===== src/rtl/bitset_lazy_flip_counter_unit_assert.svh =====
// Assertion macros used by the bit store RTL.
`ifndef BITSET_LAZY_FLIP_COUNTER_UNIT_ASSERT_SVH
`define BITSET_LAZY_FLIP_COUNTER_UNIT_ASSERT_SVH

// Same-cycle implication, checked outside reset.
`define BLFC_ASSERT_IMP(label, ante, cons) \
    label: assert property (@(posedge i_clk) disable iff (!i_rst_n) (ante) |-> (cons)) \
        else $error("same-cycle check failed");

// Next-cycle implication, checked outside reset.
`define BLFC_ASSERT_NXT(label, ante, cons) \
    label: assert property (@(posedge i_clk) disable iff (!i_rst_n) (ante) |=> (cons)) \
        else $error("next-cycle check failed");

`endif


===== src/rtl/blfc_pkg.sv =====
// Package: constants, codes, payload types and helpers of the bit store.
`default_nettype none

package blfc_pkg;

    localparam int MAX_BITS   = 1024;
    localparam int WORD_BITS  = 32;
    localparam int WORD_COUNT = (MAX_BITS + WORD_BITS - 1) / WORD_BITS;
    localparam int WORD_AW    = $clog2(WORD_COUNT);
    localparam int BIT_AW     = $clog2(WORD_BITS);
    localparam int IDX_W      = 10;
    localparam int CNT_W      = 11;
    localparam int PADDR_W    = 3;
    localparam int PDATA_W    = 32;

    localparam logic [PADDR_W-3:0] REG_ACTIVE_BITS = 1'b0;

    typedef enum logic [1:0] {
        CMD_FIX   = 2'd0,
        CMD_UNFIX = 2'd1,
        CMD_FLIP  = 2'd2,
        CMD_QUERY = 2'd3
    } t_cmd;

    typedef enum logic {
        ST_IDLE   = 1'b0,
        ST_MODIFY = 1'b1
    } t_state;

    typedef struct packed {
        t_cmd             command;
        logic [IDX_W-1:0] bit_index;
    } t_in_item;

    typedef struct packed {
        logic             all_set;
        logic             any_set;
        logic [CNT_W-1:0] ones_count;
        logic             index_error;
    } t_out_item;

    function automatic logic [CNT_W-1:0] clamp_size(input logic [CNT_W-1:0] v);
        logic [CNT_W-1:0] r;
        r = v;
        if (r == '0) begin
            r = CNT_W'(1);
        end
        if (r > CNT_W'(MAX_BITS)) begin
            r = CNT_W'(MAX_BITS);
        end
        return r;
    endfunction

endpackage

`default_nettype wire


===== src/rtl/blfc_word_ram.sv =====
// Generic single-port-write, one-read RAM with registered read data.
`default_nettype none

module blfc_word_ram #(
    parameter int WIDTH = 32,
    parameter int DEPTH = 32,
    parameter int AW    = $clog2(DEPTH)
) (
    input  wire logic             i_clk,
    input  wire logic             i_wr_en,
    input  wire logic [AW-1:0]    i_wr_addr,
    input  wire logic [WIDTH-1:0] i_wr_data,
    input  wire logic             i_rd_en,
    input  wire logic [AW-1:0]    i_rd_addr,
    output logic      [WIDTH-1:0] o_rd_data
);

    logic [WIDTH-1:0] r_mem [DEPTH];

    always_ff @(posedge i_clk) begin
        if (i_wr_en) begin
            r_mem[i_wr_addr] <= i_wr_data;
        end
    end

    always_ff @(posedge i_clk) begin
        if (i_rd_en) begin
            o_rd_data <= r_mem[i_rd_addr];
        end
    end

endmodule

`default_nettype wire


===== src/rtl/bitset_lazy_flip_counter_unit.sv =====
// Bit store of up to 1024 bits with lazy global inversion and a running count of ones.
// Per item: on accept (ST_IDLE) the addressed 32-bit word is read from the word memory;
// in ST_MODIFY, once the result register is empty or being taken, the word is written back
// if a bit changes, the count and inversion flag are updated and the result register is
// loaded. One item is in flight at a time, as ST_MODIFY accepts none. The result register
// lets the next item be accepted while a result still waits to be taken. Per-word valid
// flags clear the whole store at reset and on every write of active_bits, so no clearing
// pass runs. The user must write active_bits (byte address 0) only while idle; the block
// does not enforce it. Only pwdata[10:0] is used: zero is taken as 1, above 1024 as 1024.
`default_nettype none

`include "bitset_lazy_flip_counter_unit_assert.svh"

module bitset_lazy_flip_counter_unit (
    input  wire logic                             i_clk,
    input  wire logic                             i_rst_n,
    input  wire logic                             i_in_valid,
    output logic                                  o_in_ready,
    input  wire blfc_pkg::t_in_item               i_in_item,
    output logic                                  o_out_valid,
    input  wire logic                             i_out_ready,
    output blfc_pkg::t_out_item                   o_out_item,
    input  wire logic                             psel,
    input  wire logic                             penable,
    input  wire logic                             pwrite,
    input  wire logic [blfc_pkg::PADDR_W-1:0]     paddr,
    input  wire logic [blfc_pkg::PDATA_W-1:0]     pwdata,
    output logic      [blfc_pkg::PDATA_W-1:0]     prdata,
    output logic                                  pready
);

    import blfc_pkg::*;

    t_state                 r_state;
    t_state                 n_state;
    logic [CNT_W-1:0]       r_active_bits;
    logic [CNT_W-1:0]       r_count;
    logic [CNT_W-1:0]       n_count;
    logic                   r_inverted;
    logic [WORD_COUNT-1:0]  r_word_vld;
    t_cmd                   r_cmd;
    logic [BIT_AW-1:0]      r_bit_sel;
    logic [WORD_AW-1:0]     r_word_addr;
    logic                   r_err;
    logic                   r_vld_rd;
    logic                   r_out_valid;
    t_out_item              r_out_item;

    logic                   in_fire;
    logic                   complete;
    logic                   cfg_we;
    logic                   cfg_hit;
    logic [IDX_W-1:0]       idx_shift;
    logic [WORD_AW-1:0]     rd_addr;
    logic                   in_is_fu;
    logic                   in_err;
    logic [WORD_BITS-1:0]   rd_data;
    logic [WORD_BITS-1:0]   word_cur;
    logic [WORD_BITS-1:0]   bit_mask;
    logic                   logical;
    logic                   want;
    logic                   is_fu;
    logic                   is_flip;
    logic                   change;
    logic                   wr_en;

    // configuration port
    assign cfg_we  = psel & penable & pwrite & pready;
    assign cfg_hit = (paddr[PADDR_W-1:2] == REG_ACTIVE_BITS);
    assign pready  = 1'b1;
    assign prdata  = cfg_hit ? PDATA_W'(r_active_bits) : '0;

    always_ff @(posedge i_clk) begin
        if (!i_rst_n) begin
            r_active_bits <= clamp_size(CNT_W'(MAX_BITS));
        end else if (cfg_we && cfg_hit) begin
            r_active_bits <= clamp_size(pwdata[CNT_W-1:0]);
        end
    end

    // sequencer
    assign o_in_ready = (r_state == ST_IDLE);
    assign in_fire    = i_in_valid & o_in_ready;
    assign complete   = (r_state == ST_MODIFY) && (!r_out_valid || i_out_ready);

    always_ff @(posedge i_clk) begin
        if (!i_rst_n) begin
            r_state <= ST_IDLE;
        end else begin
            r_state <= n_state;
        end
    end

    always_comb begin
        n_state = r_state;
        case (r_state)
            ST_IDLE: begin
                if (in_fire) begin
                    n_state = ST_MODIFY;
                end
            end
            ST_MODIFY: begin
                if (complete) begin
                    n_state = ST_IDLE;
                end
            end
            default: begin
                n_state = ST_IDLE;
            end
        endcase
    end

    // read side: capture the item and read its word
    assign idx_shift = i_in_item.bit_index >> BIT_AW;
    assign rd_addr   = idx_shift[WORD_AW-1:0];
    assign in_is_fu  = (i_in_item.command == CMD_FIX) || (i_in_item.command == CMD_UNFIX);
    assign in_err    = in_is_fu && ({1'b0, i_in_item.bit_index} >= r_active_bits);

    always_ff @(posedge i_clk) begin
        if (in_fire) begin
            r_cmd       <= i_in_item.command;
            r_bit_sel   <= i_in_item.bit_index[BIT_AW-1:0];
            r_word_addr <= rd_addr;
            r_err       <= in_err;
            r_vld_rd    <= r_word_vld[rd_addr];
        end
    end

    blfc_word_ram #(
        .WIDTH (WORD_BITS),
        .DEPTH (WORD_COUNT)
    ) u_word_ram (
        .i_clk     (i_clk),
        .i_wr_en   (wr_en),
        .i_wr_addr (r_word_addr),
        .i_wr_data (word_cur ^ bit_mask),
        .i_rd_en   (in_fire),
        .i_rd_addr (rd_addr),
        .o_rd_data (rd_data)
    );

    // modify side
    assign word_cur = r_vld_rd ? rd_data : '0;
    assign bit_mask = WORD_BITS'(1) << r_bit_sel;
    assign logical  = word_cur[r_bit_sel] ^ r_inverted;
    assign want     = (r_cmd == CMD_FIX);
    assign is_fu    = (r_cmd == CMD_FIX) || (r_cmd == CMD_UNFIX);
    assign is_flip  = (r_cmd == CMD_FLIP);
    assign change   = is_fu && !r_err && (logical != want);
    assign wr_en    = complete && change;

    always_comb begin
        n_count = r_count;
        if (change) begin
            n_count = want ? (r_count + CNT_W'(1)) : (r_count - CNT_W'(1));
        end else if (is_flip) begin
            n_count = r_active_bits - r_count;
        end
    end

    always_ff @(posedge i_clk) begin
        if (!i_rst_n) begin
            r_count    <= '0;
            r_inverted <= 1'b0;
            r_word_vld <= '0;
        end else if (cfg_we && cfg_hit) begin
            r_count    <= '0;
            r_inverted <= 1'b0;
            r_word_vld <= '0;
        end else if (complete) begin
            r_count <= n_count;
            if (is_flip) begin
                r_inverted <= ~r_inverted;
            end
            if (change) begin
                r_word_vld[r_word_addr] <= 1'b1;
            end
        end
    end

    // result register
    always_ff @(posedge i_clk) begin
        if (!i_rst_n) begin
            r_out_valid <= 1'b0;
        end else if (complete) begin
            r_out_valid <= 1'b1;
        end else if (i_out_ready) begin
            r_out_valid <= 1'b0;
        end
    end

    always_ff @(posedge i_clk) begin
        if (complete) begin
            r_out_item.all_set     <= (n_count == r_active_bits);
            r_out_item.any_set     <= (n_count != '0);
            r_out_item.ones_count  <= n_count;
            r_out_item.index_error <= r_err;
        end
    end

    assign o_out_valid = r_out_valid;
    assign o_out_item  = r_out_item;

    `BLFC_ASSERT_IMP(a_count_in_range, 1'b1, r_count <= r_active_bits)
    `BLFC_ASSERT_NXT(a_accept_starts_modify, in_fire, r_state == ST_MODIFY)
    `BLFC_ASSERT_NXT(a_complete_loads_result, complete, r_out_valid)
    `BLFC_ASSERT_IMP(a_no_write_on_error, r_err && (r_state == ST_MODIFY), !wr_en)

endmodule

`default_nettype wire


===== config.mk =====
export PLATFORM = sky130hd
export DESIGN_NAME = bitset_lazy_flip_counter_unit
export DESIGN_NICKNAME = d
export VERILOG_FILES = /design/src/rtl/blfc_pkg.sv /design/src/rtl/blfc_word_ram.sv /design/src/rtl/bitset_lazy_flip_counter_unit.sv
export VERILOG_INCLUDE_DIRS = /design/src /design/src/rtl
export SDC_FILE = /design/constraint.sdc
export NUM_CORES = 1
export LEC_CHECK = 0
export BUFFER_PORTS_ARGS = -buffer_cell sky130_fd_sc_hd__buf_2
export CAP_MARGIN = 10
export CELL_PAD_IN_SITES_DETAIL_PLACEMENT = 1
export CELL_PAD_IN_SITES_GLOBAL_PLACEMENT = 2
export CORE_MARGIN = 5
export CORE_UTILIZATION = 40
export CTS_BUF_LIST = sky130_fd_sc_hd__clkbuf_16
export DETAILED_ROUTE_END_ITERATION = 7
export PLACE_DENSITY_LB_ADDON = 0.25
export SYNTH_ARGS = -nofsm -noshare
export SYNTH_HDL_FRONTEND = slang
export SYNTH_SLANG_ARGS = --single-unit

===== constraint.sdc =====
create_clock -name i_clk -period 4.1 [get_ports i_clk]
set_input_delay 0.205 -clock i_clk [delete_from_list [all_inputs] [get_ports i_clk]]
set_output_delay 0.205 -clock i_clk [all_outputs]
set_load 0.02 [all_outputs]

==> impl_metrics.yaml, run 1 <==
sta:
  tns_ns: 0
  worst_hold_slack_ns: 0.0459
  slew-limit-headroom: 0.319
  clock_skew_ns: 0.0296
  finalCritPeriodShare: 0.963
  hold_viol: 0
  fin_crit_ns: 3.95
  slew_violations: 0
  rsz0062_at_grt: "false"
  setup_ws_ns: 0.153
  setup_viol: 0
  tightest_slew_ns: 1.02
  fmax_ghz: 0.253
yosys:
  synth_flop_cell: "edfxtp_1"
  ys_warn_count: 0
  yosysMostFrequentCell: "edfxtp_1"
  synth.area.top_cells: "edfxtp_1, mux4_2, dfxtp_1"
  synth_seq_cells: 1141
  synth_top_cell_area_share: 0.715
  yosys.area.top_type: "edfxtp_1"
  synth_edf_count: 1084
  syn_avg_cell_area_um2: 20.9
  synth_cells: 2180
  ys_types: 66
  netlist_area_um2: 45500
  ys_top_cells_by_count: "edfxtp_1, mux4_2, nand2_1"
  synthArstFlopShare: 0
  yosysSeqAreaShare: 0.740
finish:
  antenna_cells: 0
  area_growth_pct: 16.3
  nets: 2486
  nFillCells: 10200
  layout-drive-gt1-share: 0.315
  final_cell_area_um2: 53000
  fin_util: 0.470
status:
  status: "complete, no violations"
place:
  routabilityCongestion: 0.798
  io_buffers: 57
  dp_hpwl_mm: 66.0
  place_ws_ns: 0.270
  place_area_um2: 48900
clock_tree:
  root_buffer: "clkbuf_16"
  post_cts_buffers: 0
  cts_buffer_depth: 3
  cts-htree-levels: 3
  cts.sinks: 1141
  clk_latency_ns: 0.69
  path_clk_slew_ns: 0.07
  cts_tree: "done"
  cts-buffers-inserted: 115
drt:
  via_per_inst: 5.55
  drtIter0Drc: 1959
  wl_met1_mm: 49.3
  route.met3.wl_mm: 5.73
  num_vias: 22200
  met2WireLength_mm: 57.9
  dr.pass1.iters: 5
  drc_errors: 0
  highest_layer: "met4"
  totalWireLength_mm: 115
  routedWlPerCell_um: 28.9
  antenna_left: 0
critical_path:
  crit_path_start_kind: "flop"
  cp.required_ns: 4.44
  path_depth: 11
  crit_chain: "buf_4, nand2_1, o21ai_0, o2111ai_1, a32o_1, and4bb_4, nor2_8, nor3_1, nand3b_1, nor2_4, buf_4"
  cp.arrival_ns: 4.29
  critPathBufInv: 2
  worst-setup-path-type: "reg2reg"
  crit_path_max_incr_delay_ns: 0.52
  crit_slowest_cell: "edfxtp_1"
  crit_fanout: 18
  crit_top_cell: "buf_4"
  reg2reg_depth: 11
  crit_family: "simple AND/OR/NAND/NOR gates"
  critPathCaptureType: "flop"
job:
  drv_cap: 0
power_and_ir_drop:
  net-switching-power_mw: 5.46
  clkPwrFrac: 0.413
  vdd_drop_max_v: 0.000316
  power.leakage_nw: 17.0
  comb_power_share: 0.067
  power_density_nw_per_um2: 472
  switching_share: 0.218
  intPower_mw: 19.6
  p_seq_frac: 0.519
hold_path:
  min_path_cells: 5
  hp-class: "in2reg"
global_routing:
  first_global_vias: 23900
  grt_pass1_wl_mm: 169
  grt_max_degree: 67
  track_usage: 0.191
  antenna_found_initial: 1
  grt.overflow.total: 0
floorplan:
  die_area_um2: 121000
  core_um2: 113000
  die_h_um: 347
  placementRows: 123
  initial_core_util: 0.404
  die_w_um: 347
  ios: 103
[cell families after synthesis]
| logic type | count (synthesis) | share of synthesized area |
|---|---|---|
| DFF | 1141 | 0.740 |
| muxes | 373 | 0.174 |
| and+or+nand+nor | 262 | 0.0267 |
| buffers and inverters | 158 | 0.0156 |
| AOI/OAI and AO/OA | 153 | 0.0235 |
| xor gates and xnor gates | 57 | 0.0110 |
| adders and majority gates | 34 | 0.00961 |
| other | 2 | 0.000165 |
[registers in the layout, summed over array words and instances, names as in the netlist]
register / count
u_word_ram.r_mem: 1024
r_state: 1
o_out_item: 14
r_bit_sel: 5
r_inverted: 1
r_word_vld: 32
r_word_addr: 5
r_count: 11
r_cmd: 2
r_err: 1
o_out_valid: 1
u_word_ram.o_rd_data: 32
r_vld_rd: 1
r_active_bits: 11
[cells in the final DEF, fill, tap and decap left out, types with 16 or more instances in the layout]
master / count
edfxtp_1: 1084
mux4_2: 330
clkbuf_16: 116
buf_4: 96
nand2_1: 94
dfxtp_1: 57
nor2_1: 56
buf_2: 53
o21a_1: 47
inv_1: 45
mux2_2: 37
clkinv_1: 33
nor2_4: 32
ha_1: 31
dlygate4sd3_1: 31
a21oi_1: 28
buf_12: 24
conb_1: 22
o21ai_0: 19
clkinv_2: 19
xnor2_1: 16
[final timing paths]
check | startpoint | end | slack (ns)
setup / recovery | r_bit_sel[1] | u_word_ram.r_mem[27][31] | 0.15
setup reg to reg | r_bit_sel[1] | u_word_ram.r_mem[27][31] | 0.15
hold / removal | penable | r_active_bits[0] | 0.05
hold reg to reg | r_word_vld[31] | r_word_vld[31] | 0.46
[what timing repair did]
item,CTS,global route
hold endpoints to repair,21,0
endpoints found under the setup margin,0,1
hold buffers,31,0
gates resized for setup,0,1
[per-stage QoR]
stage | std cells | total power, mW
floorplan | 2200 | 14.3
global placement | 3747 | 14.9
detailed placement | 3747 | 14.9
CTS | 3993 | 25.3
global route | 3997 | 26.0
finish | 3997 | 25.0
[power groups by stage]
stage          Sequential [mW]  Combinational, mW  Clock (mW)
2_1_floorplan             13.2               1.10           0
3_3_place_gp              13.2               1.63           0
3_5_place_dp              13.2               1.68           0
4_1_cts                   13.0               1.70        10.6
5_1_grt                   13.0               1.82        11.2
6_report                  13.0               1.69        10.3
[routing by layer]
layer / up-vias / global-route usage
li1: 9386 / -
met3: 152 / 0.0260
met5: - / 0
met2: 598 / 0.324
met4: 0 / 0.0462
met1: 12100 / 0.265
[worst reg2reg max path: cells and delay by family (launching register included)]
family	cells	cell delay [ns]
compound gates	3	0.81
buf+inv	2	0.63
flops	1	0.52
simple gates	6	1.62
[area by class of cell]
class	count	area, um2	area share
clock buffers	116	2900	0.0548
clock inverters	99	833	0.0157
inverters	29	109	0.00205
multi-input cells	901	11700	0.221
flip-flops and latches	1141	33700	0.636
well taps	1500	1880	0.0354
repair buffers	211	1870	0.0354
No activity file was read; power rests on OpenSTA's default activity.
==> run 2: changes to the inputs <==
Settings changed: ABC_AREA set to 1.
==> run 2 against run 1 <==
Non-clock buffer count up 49. Synthesized cell count is 67% higher. Routed wire length grew 28%. Count of clock-buffer cells in the layout is 2 higher. Worst setup slack better by 0.34 ns. First-iteration DRC count is 31% higher.
==> impl_metrics.yaml, run 2 <==
clock_tree:
  cts-buffers-inserted: 117
  clk_latency_ns: 0.73
  cts-htree-levels: 3
  cts_resized: 0
  path_clk_slew_ns: 0.06
  root_buffer: "clkbuf_16"
  cts.sinks: 1141
  cts_tree: "done"
  post_cts_buffers: 0
  postCtsHoldBufs: 34
  cts_buffer_depth: 3
yosys:
  yosys.area.top_type: "edfxtp_1"
  synth.area.top_cells: "edfxtp_1, o21ai_0, nor2_1"
  synth_seq_cells: 1141
  netlist_area_um2: 46500
  synth_top_cell_area_share: 0.701
  syn_avg_cell_area_um2: 12.7
  synthArstFlopShare: 0
  ys_warn_count: 0
  synth_edf_count: 1084
  yosysSeqAreaShare: 0.725
  ys_top_cells_by_count: "edfxtp_1, nor2_1, o21ai_0"
  yosysMostFrequentCell: "edfxtp_1"
  synth_flop_cell: "edfxtp_1"
  ys_types: 39
  synth_cells: 3650
critical_path:
  cp.arrival_ns: 4.01
  crit_top_cell: "nand2_1"
  crit_path_max_incr_delay_ns: 0.60
  crit_path_start_kind: "flop"
  crit_chain: "nor2_2, nand2_1, inv_1, nor2_1, nand2_1, nand3_1, nand3_1, nand3_1, nand2_1, nand2_2, nor2_2, inv_2, nor2_4, nand2_1, nor2_4, buf_12"
  crit_fanout: 13
  cp.required_ns: 4.51
  critPathCaptureType: "flop"
  crit_slowest_cell: "edfxtp_1"
  worst-setup-path-type: "reg2reg"
hold_path:
  hp-class: "in2reg"
drt:
  drc_errors: 0
  routedWlPerCell_um: 27.4
  dr.pass1.iters: 5
  drtIter0Drc: 2569
  num_vias: 31100
  via_per_inst: 5.75
  totalWireLength_mm: 148
  antenna_left: 0
finish:
  top_register: "u_word_ram.r_mem"
  layout-drive-gt1-share: 0.121
  final_cell_mix: "edfxtp_1, nor2_1, o21ai_0, o221ai_1, nand2_1"
  final_cell_area_um2: 53900
  area_growth_pct: 16.1
  top_regs: "u_word_ram.r_mem (1024), r_word_vld (32), u_word_ram.o_rd_data (32)"
  final_common_cell: "edfxtp_1"
  largest_reg_flops: 1024
  nets: 3864
  fin_util: 0.466
power_and_ir_drop:
  power_density_nw_per_um2: 470
  vdd_drop_max_v: 0.000358
  power.leakage_nw: 18.1
floorplan:
  die_w_um: 351
  placementRows: 125
  die_h_um: 351
  ios: 103
  initial_core_util: 0.401
  core_um2: 116000
  die_area_um2: 123000
status:
  status: "complete, no violations"
place:
  routabilityCongestion: 0.827
  place_area_um2: 49900
  dp_hpwl_mm: 85.4
  io_buffers: 57
global_routing:
  antenna_found_initial: 3
  first_global_vias: 31900
  grt_max_degree: 118
  grt_pass1_wl_mm: 217
  grt.overflow.total: 0
  track_usage: 0.238
sta:
  tightest_slew_ns: 1.09
  fin_crit_ns: 3.60
  rsz0062_at_grt: "false"
  clock_skew_ns: 0.0434
  slew_violations: 0
  fmax_ghz: 0.278
  hold_viol: 0
  finalCritPeriodShare: 0.879
  slew-limit-headroom: 0.273
  setup_viol: 0
job:
  drv_cap: 0
## run 2: final cells by class
cell class / count / area [um2]
diodes: 1 / 2.50
clock buffers: 118 / 2950
clock inverters: 99 / 707
fillers: 11800 / 61800
inverters: 125 / 492
multi-input cells: 2132 / 11700
flip-flops and latches: 1141 / 33700
well taps: 1524 / 1910
repair buffers: 260 / 2500
## run 2: path summary, 6_finish.rpt
| kind | start | cells past startpoint | slack, ns | endpoint |
|---|---|---|---|---|
| min reg2reg | r_word_vld[18] | 1 | 0.46 | r_word_vld[18] |
| max | r_bit_sel[0] | 16 | 0.50 | u_word_ram.r_mem[12][13] |
| max reg2reg | r_bit_sel[0] | 16 | 0.50 | u_word_ram.r_mem[12][13] |
| min | i_in_item[9] | 2 | 0.08 | r_word_addr[4] |
## run 2: power breakdown
group          internal [mW]  leakage [nW]  switching, mW  total, mW
logic                  0.559          5.78           1.52       2.08
registers               13.0          10.4         0.0513       13.1
clock network           5.70          1.92           4.50       10.2
total                   19.3          18.1           6.07       25.3
## run 2: critical path, delay by kind of cell (launching register included)
kind / cells / cell delay, ns
and+or+nand+nor: 13 / 2.24
DFF: 1 / 0.60
buffers and inverters: 3 / 0.46
## run 2: logic make-up after synthesis
group                      synth area share
buffers and inverters                0.0343
DFF                                   0.725
other                              0.000162
adders and majority gates           0.00921
and+or+nand+nor                      0.0883
AOI/OAI and AO/OA                     0.134
xor gates and xnor gates            0.00886
## run 2: metal layers
metal  global-route usage  wire length [um]
met5                    0                13
met4               0.0604              3350
met3               0.0296              7260
met2                0.404             72500
met1                0.328             64700
## run 2: through the flow
step           hold slack, ns  TNS, ns  total power, mW  setup WS, ns  cells
6_report               0.0807        0             25.3         0.496   5400
5_1_grt                0.0563        0             26.3         0.278   5399
4_1_cts                0.0321        0             25.6         0.524   5397
3_5_place_dp            0.437        0             15.4         0.513   5146
3_3_place_gp            0.432        0             15.3         0.547   5146
2_1_floorplan           0.304   -76.08             14.5        -0.294   3670
==> run 3: changes to the inputs <==
Settings changed: CAP_MARGIN 10 to 20, CORE_ASPECT_RATIO set to 0.5, PLACE_DENSITY set to 0.8, PLACE_DENSITY_LB_ADDON 0.25 to not set.
==> run 3 against run 2 <==
Sequential share of layout area increased by 0.69 points. Worst setup slack got worse by 0.22 ns. Combinational power about the same. Fmax decreased by 5.7%. Sequential cell count unchanged. Count of clock-buffer cells in the layout decreased by 12. First-iteration DRC count increased by 42%. Die area increased by 0.34%. Critical endpoint is now u_word_ram.r_mem[31][5]. Non-clock buffer count decreased by 18. Clock skew decreased by 0.0077 ns. Clock power decreased by 7%. Largest power group unchanged.
==> impl_metrics.yaml, run 3 (synthesis results as in run 2) <==
clock_tree:
  cts_buffer_depth: 3
  postCtsHoldBufs: 30
  path_clk_slew_ns: 0.07
  cts.sinks: 1141
  cts-buffers-inserted: 103
  cts_tree: "done"
  cts-htree-levels: 3
  cts_resized: 0
  root_buffer: "clkbuf_16"
  post_cts_buffers: 0
  clk_latency_ns: 0.72
hold_path:
  min_path_cells: 2
  hold_path_end: "r_word_addr[4]"
  hp-class: "in2reg"
  min-delay-start: "i_in_item[9]"
finish:
  top_register: "u_word_ram.r_mem"
  layout-drive-gt1-share: 0.111
  largest_reg_flops: 1024
  top_regs: "u_word_ram.r_mem (1024), r_word_vld (32), u_word_ram.o_rd_data (32)"
  antenna_cells: 0
  nets: 3832
  final_common_cell: "edfxtp_1"
  nFillCells: 11700
  final_cell_mix: "edfxtp_1, nor2_1, o21ai_0, o221ai_1, nand2_1"
  area_growth_pct: 14.8
place:
  io_buffers: 57
  place_ws_ns: 0.343
  dp_hpwl_mm: 84.0
  routabilityCongestion: 0.860
critical_path:
  reg2reg_depth: 19
  r2r_end: "u_word_ram.r_mem[31][5]"
  crit_top_cell: "nand2_1"
  crit_path_max_incr_delay_ns: 0.64
  crit_slowest_cell: "edfxtp_1"
  cp.required_ns: 4.51
  critPathCaptureType: "flop"
  crit_path_start_kind: "flop"
  reg2reg_from: "r_bit_sel[0]"
  cp.arrival_ns: 4.23
  crit_fanout: 15
  r2r_slack_ns: 0.28
  worst-setup-path-type: "reg2reg"
  crit_chain: "inv_2, nor2_2, nand2_1, nand2_1, nor2_1, nand2_1, nand3_1, nand3_1, nand3_1, nand2_1, nand2_2, nor2_2, inv_2, nor2_4, inv_2, nor2_4, nand2_1, inv_2, buf_12"
drt:
  totalWireLength_mm: 148
  drc_errors: 0
  dr.pass1.iters: 5
  drtIter0Drc: 3641
  antenna_left: 0
  routedWlPerCell_um: 27.6
  num_vias: 32100
  via_per_inst: 6.01
sta:
  tightest_slew_ns: 1.00
  setup_viol: 0
  slew_violations: 0
  setup_ws_ns: 0.281
  finalCritPeriodShare: 0.932
  fin_crit_ns: 3.82
  hold_viol: 0
  slew-limit-headroom: 0.330
  rsz0062_at_grt: "false"
  worst_hold_slack_ns: 0.0601
  clock_skew_ns: 0.0357
  fmax_ghz: 0.262
floorplan:
  die_area_um2: 123000
  core_um2: 115000
  die_w_um: 492
  placementRows: 88
  ios: 103
  die_h_um: 251
  initial_core_util: 0.403
global_routing:
  antenna_found_initial: 3
  first_global_vias: 33000
  grt_pass1_wl_mm: 218
  grt_max_degree: 108
  grt.overflow.total: 0
  track_usage: 0.233
status:
  status: "complete, no violations"
power_and_ir_drop:
  power.leakage_nw: 17.8
  vdd_drop_max_v: 0.000335
  power_density_nw_per_um2: 462
job:
  drv_cap: 0
[run 3: cell types whose count changed in the layout (fill, tap and decap cells not counted), moves of 2 or more]
cell,change
clkinv_8,-2
clkinv_2,-5
xor2_2,-8
clkbuf_16,-12
buf_12,+6
xor2_1,+10
xor2_4,-2
dlygate4sd3_1,-4
buf_4,-21
inv_1,-13
[run 3: area by class of cell]
cell class	count	area [um2]	share of cell area
Timing Repair Buffer	242	2430	0.0455
Clock buffer	106	2650	0.0497
Clock inverter	75	587	0.0110
Multi-Input combinational cell	2132	11600	0.217
Tap cell	1530	1910	0.0359
Sequential cell	1141	33700	0.632
Inverter	125	490	0.00919
[run 3: power breakdown]
group | internal, mW | switching [mW]
sequential | 13.0 | 0.0541
combinational | 0.550 | 1.53
clock | 5.17 | 4.32
[run 3: worst max-delay path, delay by kind of cell, from the launching register on]
family                 cells  cell delay, ns
and+or+nand+nor           14            1.84
buffers and inverters      5            0.99
DFF                        1            0.64
[run 3: how the worst max path moves through the flow]
stage                      start                        to  slack (ns)  cells after the start
floorplan           r_bit_sel[1]   u_word_ram.r_mem[16][0]       -0.29                     14
CTS                 r_bit_sel[0]   u_word_ram.r_mem[31][1]        0.34                     19
global placement    r_bit_sel[0]   u_word_ram.r_mem[31][0]        0.38                     19
finish              r_bit_sel[0]   u_word_ram.r_mem[31][5]        0.28                     19
global route        r_bit_sel[0]  u_word_ram.r_mem[31][27]        0.07                     19
detailed placement  r_bit_sel[0]   u_word_ram.r_mem[31][5]        0.34                     19
[run 3: per-layer routing]
metal / vias up / global-route usage / wire, um / share of wire
met3: 217 / 0.0361 / 11500 / 0.078
met4: 2 / 0.0573 / 3560 / 0.024
met5: - / 0 / 13 / 0.000088
met2: 1405 / 0.380 / 69200 / 0.47
met1: 16700 / 0.331 / 63500 / 0.43
li1: 13800 / - / - / -
[run 3: per-stage QoR]
stage               TNS, ns  instances  power [mW]  area [um2]  utilization
CTS                       0       5349        24.7       53300        0.462
global route              0       5351        25.4       53300        0.463
detailed placement        0       5138        15.3       49800        0.432
floorplan            -76.08       3670        14.5       46500            -
finish                    0       5351        24.6       53300        0.463
global placement          0       5138        15.3       49800        0.432
